$ cat src/tlbp_pkg.sv
package tlbp_pkg;

    // Fixed field widths
    localparam int unsigned POS_W  = 48;
    localparam int unsigned BPM_W  = 26;
    localparam int unsigned SR_W   = 18;
    localparam int unsigned CNT_W  = 32;
    localparam int unsigned POS_FRAC_BITS = 16;

    // Input action codes
    localparam logic [1:0] ACT_UPDATE = 2'd0;
    localparam logic [1:0] ACT_TICK   = 2'd1;
    localparam logic [1:0] ACT_CLEAR  = 2'd2;

    // Kind of work queued for the back end
    typedef enum logic [1:0] {
        KIND_UPDATE,
        KIND_TICK,
        KIND_CLEAR
    } kind_t;

    // One queued word
    typedef struct packed {
        kind_t              kind;
        logic [POS_W-1:0]   pos;
        logic [BPM_W-1:0]   bpm;
        logic               playing;
    } entry_t;

    // Back-end sequencer states
    typedef enum logic {
        ST_IDLE,
        ST_DIV
    } state_t;

endpackage

$ cat src/tlbp_front.sv
module tlbp_front (
    input  logic                        clk,
    input  logic                        rst_n,
    input  logic                        in_valid,
    output logic                        in_stall,
    input  logic [1:0]                  action,
    input  logic [tlbp_pkg::POS_W-1:0]  beat_position,
    input  logic [tlbp_pkg::BPM_W-1:0]  tempo_bpm,
    input  logic                        transport_playing,
    input  logic                        values_valid,
    input  logic                        pop,
    output logic                        head_valid,
    output tlbp_pkg::entry_t            head
);

    tlbp_pkg::entry_t entry_reg [2];
    tlbp_pkg::entry_t new_entry;
    logic             wr_ptr_reg;
    logic             wr_ptr_next;
    logic             rd_ptr_reg;
    logic             rd_ptr_next;
    logic [1:0]       count_reg;
    logic [1:0]       count_next;
    logic             keep;
    logic             push;

    // Classify the incoming word; invalid updates and unused codes are dropped here
    always_comb
    begin
        new_entry.pos     = beat_position;
        new_entry.bpm     = tempo_bpm;
        new_entry.playing = transport_playing;
        new_entry.kind    = tlbp_pkg::KIND_TICK;
        keep              = 1'b0;
        case (action)
            tlbp_pkg::ACT_UPDATE:
            begin
                new_entry.kind = tlbp_pkg::KIND_UPDATE;
                keep           = values_valid;
            end
            tlbp_pkg::ACT_TICK:
            begin
                new_entry.kind = tlbp_pkg::KIND_TICK;
                keep           = 1'b1;
            end
            tlbp_pkg::ACT_CLEAR:
            begin
                new_entry.kind = tlbp_pkg::KIND_CLEAR;
                keep           = 1'b1;
            end
            default:
            begin
                keep = 1'b0;
            end
        endcase
    end

    assign in_stall   = (count_reg == 2'd2);
    assign push       = in_valid && !in_stall && keep;
    assign head_valid = (count_reg != 2'd0);
    assign head       = entry_reg[rd_ptr_reg];

    // Two-entry queue pointers
    always_comb
    begin
        wr_ptr_next = push ? !wr_ptr_reg : wr_ptr_reg;
        rd_ptr_next = pop ? !rd_ptr_reg : rd_ptr_reg;
        count_next  = count_reg + 2'(push) - 2'(pop);
    end

    always_ff @(posedge clk or negedge rst_n)
    begin
        if (!rst_n)
        begin
            wr_ptr_reg <= 1'b0;
            rd_ptr_reg <= 1'b0;
            count_reg  <= 2'd0;
        end
        else
        begin
            wr_ptr_reg <= wr_ptr_next;
            rd_ptr_reg <= rd_ptr_next;
            count_reg  <= count_next;
        end
    end

    always_ff @(posedge clk)
    begin
        if (push)
        begin
            entry_reg[wr_ptr_reg] <= new_entry;
        end
    end

`ifndef SYNTHESIS
    a_count_bound: assert property (@(posedge clk) disable iff (!rst_n)
        count_reg <= 2'd2)
        else $error("queue count out of range");
    a_pop_nonempty: assert property (@(posedge clk) disable iff (!rst_n)
        pop |-> head_valid)
        else $error("pop from empty queue");
`endif

endmodule

$ cat src/tlbp_div.sv
module tlbp_div #(
    parameter int unsigned NUM_W = 34
) (
    input  logic                        clk,
    input  logic                        rst_n,
    input  logic                        start,
    input  logic [NUM_W-1:0]            num,
    input  logic [tlbp_pkg::CNT_W-1:0]  den,
    output logic                        done,
    output logic [NUM_W-1:0]            quo
);

    localparam int unsigned CW = $clog2(NUM_W + 1);

    logic [CW-1:0]               cnt_reg;
    logic [CW-1:0]               cnt_next;
    logic                        busy_reg;
    logic                        busy_next;
    logic                        done_reg;
    logic                        done_next;
    logic [tlbp_pkg::CNT_W-1:0]  rem_reg;
    logic [tlbp_pkg::CNT_W-1:0]  rem_next;
    logic [tlbp_pkg::CNT_W-1:0]  den_reg;
    logic [tlbp_pkg::CNT_W-1:0]  den_next;
    logic [NUM_W-1:0]            quo_reg;
    logic [NUM_W-1:0]            quo_next;
    logic [tlbp_pkg::CNT_W:0]    trial;
    logic                        fits;

    // Restoring division, one quotient bit per cycle
    assign trial = {rem_reg, quo_reg[NUM_W-1]};
    assign fits  = (trial >= {1'b0, den_reg});

    always_comb
    begin
        cnt_next  = cnt_reg;
        busy_next = busy_reg;
        done_next = 1'b0;
        rem_next  = rem_reg;
        den_next  = den_reg;
        quo_next  = quo_reg;
        if (start)
        begin
            cnt_next  = CW'(NUM_W);
            busy_next = 1'b1;
            rem_next  = '0;
            den_next  = den;
            quo_next  = num;
        end
        else if (busy_reg)
        begin
            rem_next = fits ? tlbp_pkg::CNT_W'(trial - {1'b0, den_reg})
                            : trial[tlbp_pkg::CNT_W-1:0];
            quo_next = {quo_reg[NUM_W-2:0], fits};
            cnt_next = cnt_reg - 1'b1;
            if (cnt_reg == CW'(1))
            begin
                busy_next = 1'b0;
                done_next = 1'b1;
            end
        end
    end

    always_ff @(posedge clk or negedge rst_n)
    begin
        if (!rst_n)
        begin
            cnt_reg  <= '0;
            busy_reg <= 1'b0;
            done_reg <= 1'b0;
        end
        else
        begin
            cnt_reg  <= cnt_next;
            busy_reg <= busy_next;
            done_reg <= done_next;
        end
    end

    always_ff @(posedge clk)
    begin
        rem_reg <= rem_next;
        den_reg <= den_next;
        quo_reg <= quo_next;
    end

    assign done = done_reg;
    assign quo  = quo_reg;

endmodule

$ cat src/tlbp_back.sv
module tlbp_back #(
    parameter int unsigned PHASE_FRACTION_BITS = 24
) (
    input  logic                                clk,
    input  logic                                rst_n,
    input  logic                                head_valid,
    input  tlbp_pkg::entry_t                    head,
    output logic                                pop,
    input  logic [tlbp_pkg::SR_W-1:0]           sample_rate,
    output logic                                out_valid,
    input  logic                                out_stall,
    output logic signed [PHASE_FRACTION_BITS+1:0] beat_phase,
    output logic [tlbp_pkg::CNT_W-1:0]          samples_since_start,
    output logic                                div_start,
    output logic [PHASE_FRACTION_BITS+9:0]      div_num,
    output logic [tlbp_pkg::CNT_W-1:0]          div_den,
    input  logic                                div_done,
    input  logic [PHASE_FRACTION_BITS+9:0]      div_quo
);

    localparam int unsigned F  = PHASE_FRACTION_BITS;
    localparam int unsigned FW = F + 2;
    localparam int unsigned NW = F + 10;
    localparam int unsigned CW = tlbp_pkg::CNT_W;
    localparam int unsigned SH = F - tlbp_pkg::POS_FRAC_BITS;

    localparam logic signed [FW-1:0] PH_ONE     = {2'b01, {F{1'b0}}};
    localparam logic signed [FW-1:0] PH_NEG_ONE = {2'b11, {F{1'b0}}};
    localparam logic [F:0]           STEP_ONE   = {1'b1, {F{1'b0}}};
    localparam logic [CW-1:0]        CNT_MAX    = '1;

    tlbp_pkg::state_t              state_reg;
    tlbp_pkg::state_t              state_next;
    logic [tlbp_pkg::POS_W-1:0]    last_pos_reg;
    logic [tlbp_pkg::POS_W-1:0]    last_pos_next;
    logic signed [FW-1:0]          last_frac_reg;
    logic signed [FW-1:0]          last_frac_next;
    logic                          was_playing_reg;
    logic                          was_playing_next;
    logic signed [FW-1:0]          phase_reg;
    logic signed [FW-1:0]          phase_next;
    logic [F:0]                    step_reg;
    logic [F:0]                    step_next;
    logic [CW-1:0]                 since_upd_reg;
    logic [CW-1:0]                 since_upd_next;
    logic [CW-1:0]                 start_cnt_reg;
    logic [CW-1:0]                 start_cnt_next;
    logic                          out_valid_reg;
    logic                          out_valid_next;
    logic signed [FW-1:0]          out_phase_reg;
    logic signed [FW-1:0]          out_phase_next;
    logic [CW-1:0]                 out_cnt_reg;
    logic [CW-1:0]                 out_cnt_next;

    logic signed [tlbp_pkg::POS_W-1:0] pos;
    logic                          pos_pos;
    logic                          pos_low;
    logic [FW-1:0]                 frac_hi;
    logic signed [FW-1:0]          frac_lo;
    logic signed [FW-1:0]          frac;
    logic                          active;
    logic                          just_started;
    logic signed [FW:0]            d_raw;
    logic signed [FW:0]            d_adj;
    logic                          d_gt0;
    logic [23:0]                   den60;
    logic signed [FW:0]            tick_sum;
    logic signed [FW:0]            tick_wrap;
    logic                          out_free;

    // Fractional beat phase of the queued position
    assign pos      = $signed(head.pos);
    assign pos_pos  = !pos[tlbp_pkg::POS_W-1] && (pos != '0);
    assign pos_low  = (pos < -48'sd65536);
    assign frac_hi  = FW'(head.pos[15:0]) << SH;
    assign frac_lo  = FW'($signed(head.pos[16:0])) <<< SH;
    assign active   = (head.pos != last_pos_reg) && head.playing;
    assign just_started = head.playing && !was_playing_reg;

    always_comb
    begin
        if (!active)
        begin
            frac = '0;
        end
        else if (pos_pos)
        begin
            frac = $signed(frac_hi);
        end
        else if (pos_low)
        begin
            frac = PH_NEG_ONE;
        end
        else
        begin
            frac = frac_lo;
        end
    end

    // Wrapped phase change since the last update
    assign d_raw = {frac[FW-1], frac} - {last_frac_reg[FW-1], last_frac_reg};
    assign d_adj = d_raw[FW] ? (d_raw + {1'b0, PH_ONE}) : d_raw;
    assign d_gt0 = !d_adj[FW] && (d_adj != '0);

    // 60 * sample_rate as shift and subtract
    assign den60 = ({6'b0, sample_rate} << 6) - ({6'b0, sample_rate} << 2);

    // Phase advance on a tick, wrapping above one
    assign tick_sum  = {phase_reg[FW-1], phase_reg} + $signed({2'b00, step_reg});
    assign tick_wrap = (tick_sum > $signed({1'b0, PH_ONE})) ? (tick_sum - {1'b0, PH_ONE})
                                                           : tick_sum;

    assign out_free = !out_valid_reg || !out_stall;

    // Sequencer: next state and all state updates
    always_comb
    begin
        state_next       = state_reg;
        last_pos_next    = last_pos_reg;
        last_frac_next   = last_frac_reg;
        was_playing_next = was_playing_reg;
        phase_next       = phase_reg;
        step_next        = step_reg;
        since_upd_next   = since_upd_reg;
        start_cnt_next   = start_cnt_reg;
        out_valid_next   = out_valid_reg && out_stall;
        out_phase_next   = out_phase_reg;
        out_cnt_next     = out_cnt_reg;
        pop              = 1'b0;
        div_start        = 1'b0;
        div_num          = '0;
        div_den          = '0;
        case (state_reg)
            tlbp_pkg::ST_IDLE:
            begin
                if (head_valid)
                begin
                    case (head.kind)
                        tlbp_pkg::KIND_TICK:
                        begin
                            if (out_free)
                            begin
                                pop            = 1'b1;
                                out_valid_next = 1'b1;
                                out_phase_next = phase_reg;
                                out_cnt_next   = start_cnt_reg;
                                phase_next     = FW'(tick_wrap);
                                since_upd_next = (since_upd_reg == CNT_MAX) ? CNT_MAX
                                                                            : since_upd_reg + 1'b1;
                                start_cnt_next = (start_cnt_reg == CNT_MAX) ? CNT_MAX
                                                                            : start_cnt_reg + 1'b1;
                            end
                        end
                        tlbp_pkg::KIND_CLEAR:
                        begin
                            pop              = 1'b1;
                            step_next        = '0;
                            was_playing_next = 1'b0;
                        end
                        tlbp_pkg::KIND_UPDATE:
                        begin
                            pop              = 1'b1;
                            last_pos_next    = head.pos;
                            last_frac_next   = frac;
                            was_playing_next = head.playing;
                            since_upd_next   = '0;
                            if (!active)
                            begin
                                phase_next = PH_NEG_ONE;
                                step_next  = '0;
                            end
                            else if (just_started)
                            begin
                                phase_next     = '0;
                                start_cnt_next = '0;
                                if (sample_rate == '0)
                                begin
                                    step_next = STEP_ONE;
                                end
                                else
                                begin
                                    div_start  = 1'b1;
                                    div_num    = NW'(head.bpm) << SH;
                                    div_den    = CW'(den60);
                                    state_next = tlbp_pkg::ST_DIV;
                                end
                            end
                            else
                            begin
                                phase_next = frac;
                                if (!d_gt0)
                                begin
                                    step_next = '0;
                                end
                                else if (since_upd_reg == '0)
                                begin
                                    step_next = STEP_ONE;
                                end
                                else
                                begin
                                    // change can reach almost two, keep both integer bits
                                    div_start  = 1'b1;
                                    div_num    = NW'(d_adj[FW-1:0]);
                                    div_den    = since_upd_reg;
                                    state_next = tlbp_pkg::ST_DIV;
                                end
                            end
                        end
                        default:
                        begin
                            pop = 1'b1;
                        end
                    endcase
                end
            end
            tlbp_pkg::ST_DIV:
            begin
                if (div_done)
                begin
                    step_next  = (div_quo > NW'(STEP_ONE)) ? STEP_ONE : div_quo[F:0];
                    state_next = tlbp_pkg::ST_IDLE;
                end
            end
            default:
            begin
                state_next = tlbp_pkg::ST_IDLE;
            end
        endcase
    end

    always_ff @(posedge clk or negedge rst_n)
    begin
        if (!rst_n)
        begin
            state_reg       <= tlbp_pkg::ST_IDLE;
            last_pos_reg    <= '0;
            last_frac_reg   <= '0;
            was_playing_reg <= 1'b0;
            phase_reg       <= '0;
            step_reg        <= '0;
            since_upd_reg   <= '0;
            start_cnt_reg   <= '0;
            out_valid_reg   <= 1'b0;
        end
        else
        begin
            state_reg       <= state_next;
            last_pos_reg    <= last_pos_next;
            last_frac_reg   <= last_frac_next;
            was_playing_reg <= was_playing_next;
            phase_reg       <= phase_next;
            step_reg        <= step_next;
            since_upd_reg   <= since_upd_next;
            start_cnt_reg   <= start_cnt_next;
            out_valid_reg   <= out_valid_next;
        end
    end

    // Output word payload
    always_ff @(posedge clk)
    begin
        out_phase_reg <= out_phase_next;
        out_cnt_reg   <= out_cnt_next;
    end

    assign out_valid           = out_valid_reg;
    assign beat_phase          = out_phase_reg;
    assign samples_since_start = out_cnt_reg;

`ifndef SYNTHESIS
    a_step_bound: assert property (@(posedge clk) disable iff (!rst_n)
        step_reg <= STEP_ONE)
        else $error("phase step above one");
    a_phase_bound: assert property (@(posedge clk) disable iff (!rst_n)
        (phase_reg <= PH_ONE) && (phase_reg >= PH_NEG_ONE))
        else $error("phase out of range");
    a_no_pop_in_div: assert property (@(posedge clk) disable iff (!rst_n)
        (state_reg == tlbp_pkg::ST_DIV) |-> !pop)
        else $error("queue popped while dividing");
    a_done_in_div: assert property (@(posedge clk) disable iff (!rst_n)
        div_done |-> (state_reg == tlbp_pkg::ST_DIV))
        else $error("divider result outside divide state");
    a_start_leaves_idle: assert property (@(posedge clk) disable iff (!rst_n)
        div_start |=> (state_reg == tlbp_pkg::ST_DIV))
        else $error("divide started without entering divide state");
`endif

endmodule

$ cat src/tempo_locked_beat_phasor_core.sv
// Tempo-locked beat phasor. Transport updates (action 0) re-lock a quarter-note phase
// with PHASE_FRACTION_BITS fraction bits; sample ticks (action 1) return one word holding
// the current phase (-1.0 while the transport is inactive) and the samples counted since
// playback started, then advance the phase; clear (action 2) drops the increment and the
// playing flag. Updates flagged invalid and action 3 are dropped without effect. Input
// words enter a two-entry queue and are executed in order. An update that derives a new
// increment runs a serial restoring divider of PHASE_FRACTION_BITS+10 quotient bits (34
// at the default), one quotient bit per cycle, and the queue is not popped meanwhile.
// sample_rate is written through its own port, which is always ready; the user must
// write it only while the block is idle, as the block itself does not enforce this.
module tempo_locked_beat_phasor_core #(
    parameter int unsigned PHASE_FRACTION_BITS = 24
) (
    input  logic                                  clk,
    input  logic                                  rst_n,
    input  logic                                  in_valid,
    output logic                                  in_stall,
    input  logic [1:0]                            action,
    input  logic signed [tlbp_pkg::POS_W-1:0]     beat_position,
    input  logic [tlbp_pkg::BPM_W-1:0]            tempo_bpm,
    input  logic                                  transport_playing,
    input  logic                                  values_valid,
    output logic                                  out_valid,
    input  logic                                  out_stall,
    output logic signed [PHASE_FRACTION_BITS+1:0] beat_phase,
    output logic [tlbp_pkg::CNT_W-1:0]            samples_since_start,
    input  logic                                  cfg_valid,
    output logic                                  cfg_ready,
    input  logic [tlbp_pkg::SR_W-1:0]             sample_rate
);

    localparam int unsigned NW = PHASE_FRACTION_BITS + 10;

    logic [tlbp_pkg::SR_W-1:0]   sample_rate_reg;
    logic                        head_valid;
    tlbp_pkg::entry_t            head;
    logic                        pop;
    logic                        div_start;
    logic [NW-1:0]               div_num;
    logic [tlbp_pkg::CNT_W-1:0]  div_den;
    logic                        div_done;
    logic [NW-1:0]               div_quo;

    // Sample rate register
    assign cfg_ready = 1'b1;

    always_ff @(posedge clk or negedge rst_n)
    begin
        if (!rst_n)
        begin
            sample_rate_reg <= tlbp_pkg::SR_W'(48000);
        end
        else if (cfg_valid && cfg_ready)
        begin
            sample_rate_reg <= sample_rate;
        end
    end

    tlbp_front u_front (
        .clk               (clk),
        .rst_n             (rst_n),
        .in_valid          (in_valid),
        .in_stall          (in_stall),
        .action            (action),
        .beat_position     (beat_position),
        .tempo_bpm         (tempo_bpm),
        .transport_playing (transport_playing),
        .values_valid      (values_valid),
        .pop               (pop),
        .head_valid        (head_valid),
        .head              (head)
    );

    tlbp_div #(
        .NUM_W (NW)
    ) u_div (
        .clk   (clk),
        .rst_n (rst_n),
        .start (div_start),
        .num   (div_num),
        .den   (div_den),
        .done  (div_done),
        .quo   (div_quo)
    );

    tlbp_back #(
        .PHASE_FRACTION_BITS (PHASE_FRACTION_BITS)
    ) u_back (
        .clk                 (clk),
        .rst_n               (rst_n),
        .head_valid          (head_valid),
        .head                (head),
        .pop                 (pop),
        .sample_rate         (sample_rate_reg),
        .out_valid           (out_valid),
        .out_stall           (out_stall),
        .beat_phase          (beat_phase),
        .samples_since_start (samples_since_start),
        .div_start           (div_start),
        .div_num             (div_num),
        .div_den             (div_den),
        .div_done            (div_done),
        .div_quo             (div_quo)
    );

endmodule

$ cat config.mk
export PLATFORM = sky130hd
export DESIGN_NAME = tempo_locked_beat_phasor_core
export DESIGN_NICKNAME = d
export VERILOG_FILES = /design/src/tlbp_pkg.sv /design/src/tlbp_front.sv /design/src/tlbp_div.sv /design/src/tlbp_back.sv /design/src/tempo_locked_beat_phasor_core.sv
export SDC_FILE = /design/constraint.sdc
export NUM_CORES = 1
export LEC_CHECK = 0
export ABC_AREA = 1
export BUFFER_PORTS_ARGS = -buffer_cell sky130_fd_sc_hd__buf_2
export CAP_MARGIN = 5
export CELL_PAD_IN_SITES_DETAIL_PLACEMENT = 0
export CELL_PAD_IN_SITES_GLOBAL_PLACEMENT = 1
export CORE_MARGIN = 5
export CORE_UTILIZATION = 47
export CTS_CLUSTER_SIZE = 20
export DETAILED_ROUTE_END_ITERATION = 12
export GPL_ROUTABILITY_DRIVEN = 0
export PLACE_DENSITY_LB_ADDON = 0.05
export SLEW_MARGIN = 10
export SYNTH_ARGS = -nofsm -noshare
export SYNTH_HDL_FRONTEND = slang
export SYNTH_HIERARCHICAL = 1
export SYNTH_SLANG_ARGS = --single-unit
$ cat constraint.sdc
create_clock -name clk -period 9 [get_ports clk]
set_clock_uncertainty 0.1 [all_clocks]
set_input_delay 2.25 -clock clk [delete_from_list [all_inputs] [get_ports clk]]
set_output_delay 2.25 -clock clk [all_outputs]
set_load 0.005 [all_outputs]
==> metrics.md, run 1 <==
| Metric | Value |
|---|---|
| Seq/Total Area, Yosys | 0.478 |
| Worst setup EP type | flip-flop |
| DRC violations left | 0 |
| RSZ-0062 raised after global routing | no |
| Sequential Power Share | 0.340 |
| Combinational Power Share | 0.432 |
| Hold_buf cts | 0 |
| Final #Nets | approximately 3.9k |
| Largest net degree at the start of global routing | 101 |
| Slew headroom | 0.215 |
| Die Y | between 200 and 300 um |
| # port buffers | 160 |
| Worst-Skew Late Latency | ~0.63 ns |
| Slowest cell on crit path | dfrtp_4 |
| Setup TNS | 0 ns |
| Most common cell after layout, fill and taps aside | nand2_1 |
| Reg-to-reg startpoint | u_front/rd_ptr_reg$_DFFE_PN0P_ |
| Worst EP arrival | between 8 and 9 ns |
| Cell Int Power | a little over 6 mW |
| Synthesized netlist cell count | ~3.6k |
| Antenna viol nets, final | 0 |
| Hold crit path type | reg -> reg |
| Clock transition at path regs | roughly 0.06 ns |
| Hold WS | roughly 0.36 ns |
| Most frequent CP cell | nand2_1 |
| H-tree depth | 2 |
| Synth Register Bits | ~520 |
| Pwr dens | 315 nW/um2 |
| Syn Area/Cell | approximately 8.4 um2 |
| MaxCap Viol Count | 0 |
| Ys flop type | edfxtp_1 |
| Leakage power | between 15 and 20 nW |
| Met3 Use GR | 0.0283 |
| Area Growth Syn to Fin | 11.5% |
| Ant diodes | 0 |
| Reg2reg end | u_div/quo[29]$_DFFE_PP_ |
| Finished Layout Cells | ~4.6k |
| Initial antenna violation count | 0 |
| WP data required | just over 9 ns |
| Number of CTS-inserted buffers | between 50 and 60 |
| First-iteration detailed-routing DRC count | about 1.8k |
| Worst Hold End | u_back/samples_since_start[26]$_DFFE_PP_ |
| Routed len/inst | 17.7 um |
| Max reg flops | about 150 |
| CTS root buf | clkbuf_16 |
| Max Clk Rate | 0.126 GHz |
| DR pass1 iterations | 6 |
| First-pass GRT wire length | around 130 mm |
| Post-CTS setup buffers | 0 |
| CTS tree | yes |
| Utilization after layout | 0.530 |
| Vias after detailed routing | about 24k |
| Die area | around 69,000 um2 |
| Net switching power | about 4.4 mW |
| Synthesized area | 30,000 um2 |
| GRT Max-Usage Layer | met2 |
| Ys async rst share | 0.407 |
| DPL Wire Length | ~60 mm |
| Reg-to-reg slack, setup | 1.05 ns |
| Initial cell density of the core | 0.475 |
| Synth cell types | 68 |
| Final Max Slew Viols | 0 |
| Status | complete, no violations |
| Max IR drop VDD | about 0.19 mV |
| Die Width | ~260 um |
| DRT Wirelength | 81.6 mm |
| Placed cell count | 4,490 |
| Start point of the worst hold path | u_back/start_cnt_reg[26]$_DFFE_PN0P_ |
| Clock share of power | 0.228 |
| Slew of the pin with the lowest slew margin | 1.18 ns |
| Grt met1 use | 0.315 |
| Post-CTS sizing | 0 |
| Drt via density | around 5.2 |
| I/O pins | about 160 |
| Setup CP Type | reg -> reg |
| Post-route minimum period | between 7 and 8 ns |
| Met2 GRT Util | 0.389 |
| Max FO, Critical Path | between 50 and 60 |
| CP startpoint kind | flip-flop |
| Vias in the first global route | between 20k and 25k |
| Maximum buffer depth of the clock tree | 3 |
| Layout cells sized above 1 | 0.124 |
| Hold Path Cell Cnt | 0 |
| Fin. Hold Viols | 0 |
| Fillers | around 6k |
| Final Cycle Share | 0.884 |
| Core region area | 63,100 um2 |
| Ys Warns | 6 |
| Clock sinks | roughly 520 |
| Rows | between 90 and 100 |
| Grt ovf | 0 |
| Number of synthesized flops with an enable pin | about 280 |
| Setup violators final | 0 |
| Slowest stage delay, CP | between 1 and 1.5 ns |
| Most frequent cells in the layout | nand2_1, inv_1, edfxtp_1 |
| Sw frac | 0.418 |
| Worst Reg2Reg Path Length in Cells | 35 |
| Total Routing Usage GR | 0.230 |
[kinds of logic (layout without fill, tap and decap cells)]
family / after synthesis / in the layout / synth area share
other cells: 2 / 9 / 0.000251
xor+xnor: 124 / 124 / 0.0362
mux: 77 / 77 / 0.0314
compound gates: 396 / 396 / 0.0729
fa+ha+maj: 104 / 104 / 0.0442
buf+inv: 571 / 751 / 0.0779
simple gates: 1770 / 1770 / 0.259
flops: 523 / 523 / 0.478
[how the worst max path moves through the flow]
stage                                   startpoint                       to  slack (ns)  cells after the start
finish              u_front/rd_ptr_reg$_DFFE_PN0P_  u_div/quo[29]$_DFFE_PP_        1.05                     35
global route        u_front/rd_ptr_reg$_DFFE_PN0P_  u_div/quo[29]$_DFFE_PP_        0.34                     35
CTS                 u_front/rd_ptr_reg$_DFFE_PN0P_  u_div/quo[12]$_DFFE_PP_        1.00                     35
detailed placement  u_front/rd_ptr_reg$_DFFE_PN0P_   u_div/quo[3]$_DFFE_PP_        1.04                     35
global placement    u_front/rd_ptr_reg$_DFFE_PN0P_   u_div/quo[2]$_DFFE_PP_        1.25                     35
floorplan           u_front/rd_ptr_reg$_DFFE_PN0P_   u_div/quo[0]$_DFFE_PP_        1.57                     34
[through the flow]
step	total power [mW]	setup WS (ns)	instance area (um2)
after floorplan	6.91	1.57	30000
after global placement	8.09	1.25	31500
after detailed placement	8.15	1.04	31500
after CTS	10.6	1.00	33400
after global routing	11.3	0.342	33400
final	10.5	1.05	33400
[synth_stat cells (all sizes together), types with 17 or more instances]
| cell | count | share of area |
|---|---|---|
| a21oi | 134 | 0.022 |
| buf | 52 | 0.013 |
| mux2 | 77 | 0.031 |
| inv | 459 | 0.058 |
| o22ai | 17 | 0.0056 |
| nor3 | 86 | 0.015 |
| clkbuf | 59 | 0.0074 |
| edfxtp | 278 | 0.28 |
| dfrtp | 206 | 0.17 |
| nor2 | 220 | 0.029 |
| nand4 | 67 | 0.014 |
| dfxtp | 32 | 0.021 |
| nand2 | 1109 | 0.14 |
| nand3 | 184 | 0.033 |
| xnor2 | 50 | 0.015 |
| ha | 101 | 0.042 |
| xor2 | 74 | 0.022 |
| nand3b | 50 | 0.013 |
| o21ai | 203 | 0.034 |
| nor4 | 31 | 0.0069 |
[area by class of cell]
type	instances	area (um2)	area share
Sequential cell	523	14300	0.429
Multi-Input combinational cell	2480	13400	0.400
Inverter	460	1740	0.0520
Clock buffer	73	1550	0.0463
Tap cell	846	1060	0.0317
Timing Repair Buffer	181	968	0.0290
Clock inverter	37	395	0.0118
[power groups by stage]
stage               sequential, mW  combinational [mW]  clock (mW)
global route                  3.63                5.15        2.57
finish                        3.57                4.54        2.40
floorplan                     3.45                3.46           0
global placement              3.60                4.49           0
CTS                           3.57                4.57        2.47
detailed placement            3.61                4.54           0
[per-layer routing]
metal	wire length, um	up-vias	share of wire
met4	2150	0	0.026
met2	39300	579	0.48
li1	-	11978	-
met1	36400	11431	0.45
met3	3700	130	0.045
met5	0	-	0
[worst max-delay path, delay by kind of cell, from the launching register on]
family / cells / cell delay (ns)
mux: 1 / 0.45
xor+xnor: 1 / 0.19
fa+ha+maj: 3 / 0.85
simple gates: 22 / 3.42
flops: 1 / 1.02
buf+inv: 8 / 1.52
Power figures use the tool's default switching activity.
==> run 2: changes to the inputs <==
--- a/config.mk
+++ b/config.mk
@@ -15,7 +15,9 @@
 export CTS_CLUSTER_SIZE = 20
 export DETAILED_ROUTE_END_ITERATION = 12
 export GPL_ROUTABILITY_DRIVEN = 0
+export MAX_ROUTING_LAYER = met4
 export PLACE_DENSITY_LB_ADDON = 0.05
+export RECOVER_POWER = 25
 export SLEW_MARGIN = 10
 export SYNTH_ARGS = -nofsm -noshare
 export SYNTH_HDL_FRONTEND = slang
==> run 2 against run 1 <==
- first-iteration DRC count fell by 0.40%
- global-route usage rose by 0.70 points
- sequential cell count did not move
- clock power barely moved
- via count rose by 0.21%
- utilization fell by 0.10 points
- combinational power barely moved
==> metrics.md, run 2 (synthesis gave the netlist of run 1 again) <==
| Metric | Value |
|---|---|
| Max reg flops | approximately 150 |
| Hold crit path type | reg -> reg |
| Status | complete, no violations |
| Largest net degree at the start of global routing | roughly 100 |
| Most frequent cells in the layout | nand2_1, inv_1, edfxtp_1 |
| Grt met1 use | 0.316 |
| Post-CTS sizing | 0 |
| Post-CTS setup buffers | 0 |
| Setup violators final | 0 |
| Area Growth Syn to Fin | 11.3% |
| Maximum buffer depth of the clock tree | 3 |
| Most frequent CP cell | nand2_1 |
| Die Width | between 200 and 300 um |
| Fin. Hold Viols | 0 |
| Sw frac | 0.418 |
| Net switching power | ~4.4 mW |
| First-iteration detailed-routing DRC count | roughly 1.8k |
| MaxCap Viol Count | 0 |
| Pwr dens | around 320 nW/um2 |
| Number of CTS-inserted buffers | 58 |
| Leakage power | roughly 15 nW |
| RSZ-0062 raised after global routing | no |
| Layout cells sized above 1 | 0.112 |
| CP startpoint kind | flip-flop |
| Clock transition at path regs | ~0.06 ns |
| Most common cell after layout, fill and taps aside | nand2_1 |
| WP data required | 9.16 ns |
| Max IR drop VDD | between 0.15 and 0.2 mV |
| H-tree depth | 2 |
| Clock share of power | 0.228 |
| I/O pins | roughly 160 |
| CTS tree | yes |
| Grt ovf | 0 |
| Initial antenna violation count | 0 |
| DRC violations left | 0 |
| Clock sinks | between 500 and 600 |
| DRT Wirelength | roughly 82 mm |
| Slew headroom | 0.196 |
| Buf/Inv on CP | 8 |
| Rows | 92 |
| Sequential Power Share | 0.339 |
| Combinational Power Share | 0.433 |
| Die Y | about 260 um |
| Hold_buf cts | 0 |
| DR pass1 iterations | 5 |
| Slowest cell on crit path | dfrtp_4 |
| Drt via density | 5.25 |
| Initial cell density of the core | 0.475 |
| # port buffers | between 150 and 200 |
| Worst setup EP type | flip-flop |
| Met2 GRT Util | 0.388 |
| Final #Nets | around 3.9k |
| Slew of the pin with the lowest slew margin | 1.20 ns |
| Crit-path leading delay family | simple AND/OR/NAND/NOR gates |
| Max Clk Rate | around 0.13 GHz |
| Worst EP arrival | around 8.2 ns |
| Final Cycle Share | 0.888 |
| First-pass GRT wire length | ~130 mm |
| Utilization after layout | 0.529 |
| Worst-Skew Late Latency | ~0.63 ns |
| Max FO, Critical Path | 53 |
| Post-route minimum period | roughly 8 ns |
| Core region area | 63,100 um2 |
| GRT Max-Usage Layer | met2 |
| CTS root buf | clkbuf_16 |
| Cell Int Power | 6.12 mW |
| Antenna viol nets, final | 0 |
| Final Max Slew Viols | 0 |
| Slowest stage delay, CP | around 1.0 ns |
| Setup CP Type | reg -> reg |
| DPL Wire Length | 60.3 mm |
| Die area | approximately 69,000 um2 |
| Met3 Use GR | 0.0272 |
| Vias after detailed routing | ~24k |
| Routed len/inst | between 15 and 20 um |
| Setup TNS | 0 ns |
| Vias in the first global route | around 24k |
| Ant diodes | 0 |
| Total Routing Usage GR | 0.237 |
## run 2: metal layers
layer,up-vias,part of all wire
met2,581,0.48
li1,11982,-
met1,11468,0.44
met5,-,0
met3,138,0.047
met4,0,0.026
## run 2: final timing paths
check / slack, ns / cells after the start / start / end
max in group asynchronous: 5.76 / 2 / rst_n / u_back/phase_reg[3]$_DFFE_PN0P_
max reg2reg: 1.01 / 35 / u_front/rd_ptr_reg$_DFFE_PN0P_ / u_div/quo[29]$_DFFE_PP_
min: 0.36 / 0 / u_back/start_cnt_reg[16]$_DFFE_PN0P_ / u_back/samples_since_start[16]$_DFFE_PP_
max: 1.01 / 35 / u_front/rd_ptr_reg$_DFFE_PN0P_ / u_div/quo[29]$_DFFE_PP_
min in group asynchronous: 1.55 / 1 / rst_n / u_back/last_pos_reg[24]$_DFFE_PN0P_
min reg2reg: 0.36 / 0 / u_back/start_cnt_reg[16]$_DFFE_PN0P_ / u_back/samples_since_start[16]$_DFFE_PP_
## run 2: power by group through the flow
stage / clock (mW) / sequential, mW / combinational [mW]
after floorplan: 0 / 3.45 / 3.46
after global placement: 0 / 3.60 / 4.49
after detailed placement: 0 / 3.61 / 4.54
after CTS: 2.47 / 3.57 / 4.57
after global routing: 2.57 / 3.63 / 5.14
final: 2.40 / 3.57 / 4.55
## run 2: final cells by class
cell class              count  area [um2]
fillers                  6060       29700
clock buffers              73        1550
flip-flops and latches    523       14300
clock inverters            37         395
repair buffers            181         911
well taps                 846        1060
inverters                 460        1730
multi-input cells        2480       13400
## run 2: metrics by stage
stage / total power [mW] / setup slack (ns) / hold WS [ns] / instance area, um2 / instances
CTS: 10.6 / 1.00 / 0.365 / 33400 / 4600
floorplan: 6.91 / 1.57 / 0.325 / 30000 / 3574
detailed placement: 8.15 / 1.04 / 0.349 / 31500 / 4490
finish: 10.5 / 1.01 / 0.359 / 33300 / 4600
global placement: 8.09 / 1.25 / 0.339 / 31500 / 4490
global route: 11.3 / 0.345 / 0.379 / 33300 / 4600
==> run 3: changes to the inputs <==
--- a/config.mk
+++ b/config.mk
@@ -21,5 +21,4 @@
 export SLEW_MARGIN = 10
 export SYNTH_ARGS = -nofsm -noshare
 export SYNTH_HDL_FRONTEND = slang
-export SYNTH_HIERARCHICAL = 1
 export SYNTH_SLANG_ARGS = --single-unit
==> run 3 against run 2 <==
- the flow now finishes with violations (max-capacitance violations, max-slew violations)
- worst hold slack improved by 0.023 ns
- final cell count shrank 2.5%
- sequential cell count unchanged
- synthesized cell count down 1.5%
- combinational power up 14%
- design area fell by 3.1%
- critical endpoint is now u_div.quo[7]$_SDFFCE_PP0P_
- largest cell class unchanged
==> metrics.md, run 3 <==
| Metric | Value |
|---|---|
| Clock sinks | 523 |
| Maximum buffer depth of the clock tree | 3 |
| Setup CP Type | reg -> reg |
| Worst EP arrival | around 7.7 ns |
| Syn Area/Cell | 8.21 um2 |
| Vias after detailed routing | 23.7k |
| Seq/Total Area, Yosys | 0.497 |
| Drt via density | roughly 5.3 |
| Initial antenna violation count | 4 |
| Final Max Slew Viols | ~60 |
| First-pass GRT wire length | around 130 mm |
| Largest net degree at the start of global routing | between 70 and 80 |
| Layout cells sized above 1 | 0.0749 |
| Post-CTS setup buffers | 0 |
| Crit-path leading delay family | simple AND/OR/NAND/NOR gates |
| Buf/Inv on CP | 7 |
| Initial cell density of the core | 0.476 |
| CTS tree | yes |
| MaxCap Viol Count | 1 |
| Max reg flops | around 150 |
| Slew of the pin with the lowest slew margin | around 3.9 ns |
| Clock transition at path regs | approximately 0.060 ns |
| Number of synthesized flops with an enable pin | around 280 |
| Die area | approximately 66,000 um2 |
| Hold WS | between 0.3 and 0.4 ns |
| Setup TNS | 0 ns |
| Number of CTS-inserted buffers | 58 |
| Hold crit path type | reg -> reg |
| RSZ-0062 raised after global routing | no |
| WP data required | just over 9 ns |
| Ys flop type | edfxtp_1 |
| Most common cell after layout, fill and taps aside | nand2_1 |
| Worst-Skew Late Latency | ~0.64 ns |
| H-tree depth | 2 |
| Most frequent cells in the layout | nand2_1, inv_1, nor2_1 |
| Die Width | ~260 um |
| I/O pins | around 160 |
| Worst setup EP type | flip-flop |
| Antenna viol nets, final | 0 |
| Synth area leaders | edfxtp_1, dfrtp_1, nand2_1 |
| CTS root buf | clkbuf_16 |
| Leakage power | ~15 nW |
| Failing checks | max-capacitance violations, max-slew violations |
| Fin. Hold Viols | 0 |
| Max FO, Critical Path | 56 |
| Die Y | about 260 um |
| Area Growth Syn to Fin | 12.0% |
| Setup WS pre-CTS | between 1 and 1.5 ns |
| DPL Wire Length | 58.2 mm |
| Status | finished with violations |
| Hold_buf cts | 0 |
| Routed len/inst | approximately 18 um |
| Placed cell count | around 4.4k |
| Ys async rst share | 0.407 |
| DRT Wirelength | around 80 mm |
| Rows | 90 |
| Share of the synthesized area in the top cell type | 0.289 |
| Slowest cell on crit path | dfrtp_4 |
| Top cells by count, synth | nand2_1, inv_1, nor2_1, o21ai_0, edfxtp_1 |
| Total Routing Usage GR | 0.239 |
| Final Cycle Share | 0.837 |
| Max IR drop VDD | 0.213 mV |
| Ys Warns | 0 |
| Final #Nets | roughly 3.9k |
| Synth Register Bits | 523 |
| Slowest stage delay, CP | between 0.9 and 1 ns |
| Most common cell in the synthesized netlist | nand2_1 |
| CP startpoint kind | flip-flop |
| Synth cell types | 55 |
| Synthesized area | a little under 30,000 um2 |
| # port buffers | 160 |
| Pwr dens | 357 nW/um2 |
| Area leader, netlist | edfxtp_1 |
| Net Count, Synth | approximately 3.7k |
| Post-CTS sizing | 0 |
| Finished Layout Cells | 4,485 |
| DRC violations left | 0 |
| Setup violators final | 0 |
| Vias in the first global route | 23.3k |
| Slew headroom | -1.59 |
| Max Clk Rate | around 0.13 GHz |
| Core region area | 60,600 um2 |
| First-iteration detailed-routing DRC count | between 1.5k and 2k |
| Post-route minimum period | roughly 7.5 ns |
| Most frequent CP cell | nand2_1 |
| PnR worst setup slack | between 1 and 1.5 ns |
| DR pass1 iterations | 5 |
| Synthesized netlist cell count | between 3k and 4k |
| Fillers | roughly 5.7k |
| Grt ovf | 0 |
## run 3: cell types whose count changed after synthesis, moves of 46 or more
cell	change
nand2_1	-86
o21ai_0	+106
mux2_2	-57
a21oi_1	+64
nor2_1	+101
nor3_1	-46
## run 3: path summary, 6_finish.rpt
path | from | to | slack, ns | cells after the start
min in group asynchronous | rst_n | sample_rate_reg[1]$_DFFE_PN0P_ | 2.86 | 1
max in group asynchronous | rst_n | u_front.rd_ptr_reg$_DFFE_PN0P_ | 3.44 | 2
min reg2reg | u_div.rem_reg[5]$_SDFFE_PP0P_ | u_div.rem_reg[5]$_SDFFE_PP0P_ | 0.38 | 2
max reg2reg | u_front.rd_ptr_reg$_DFFE_PN0P_ | u_div.quo[7]$_SDFFCE_PP0P_ | 1.46 | 37
max | u_front.rd_ptr_reg$_DFFE_PN0P_ | u_div.quo[7]$_SDFFCE_PP0P_ | 1.46 | 37
min | u_div.rem_reg[5]$_SDFFE_PP0P_ | u_div.rem_reg[5]$_SDFFE_PP0P_ | 0.38 | 2
## run 3: logic make-up after synthesis
family,after synthesis,share of synthesized area
buffers and inverters,555,0.0775
xor gates and xnor gates,92,0.0279
AOI/OAI and AO/OA,598,0.110
DFF,523,0.497
other,1,0.000130
adders and majority gates,105,0.0463
muxes,27,0.00937
and+or+nand+nor,1612,0.232
## run 3: layout make-up
cell class	count	area [um2]	area share
antenna	4	10.0	0.000310
clock buffer	72	1530	0.0475
clock inverter	37	551	0.0170
inverter	451	1700	0.0525
multi-input combinational	2435	12300	0.381
sequential	523	14300	0.443
tap	782	978	0.0303
timing repair buffer	181	888	0.0275
## run 3: where the power goes
group          total [mW]  switching, mW  internal (mW)
combinational        5.20           3.47           1.73
clock                2.60           1.01           1.59
sequential           3.74          0.478           3.26
total                11.5           4.96           6.58
## run 3: metal layers
metal | vias up | GRT usage | part of all wire | wire, um
met4 | 0 | 0.0516 | 0.021 | 1670
met5 | - | - | 0 | 0
li1 | 11829 | - | - | -
met2 | 507 | 0.400 | 0.48 | 38100
met1 | 11206 | 0.317 | 0.45 | 35500
met3 | 112 | 0.0298 | 0.042 | 3290
## run 3: stage by stage
stage                     cell area, um2  utilization  total power, mW
after global routing               32300        0.533             12.5
after detailed placement           30300        0.500             8.97
after floorplan                    28900            -             7.55
after global placement             30300        0.500             8.90
final                              32300        0.533             11.5
after CTS                          32400        0.535             11.6
## run 3: worst reg2reg max path: cells and delay by family (launching register included)
kind | cells | cell delay, ns
AO/OA/AOI/OAI | 1 | 0.11
adder cells (fa/ha/maj) | 3 | 0.90
buffers and inverters | 7 | 1.59
flip-flops | 1 | 0.93
AND/OR/NAND/NOR | 26 | 3.54
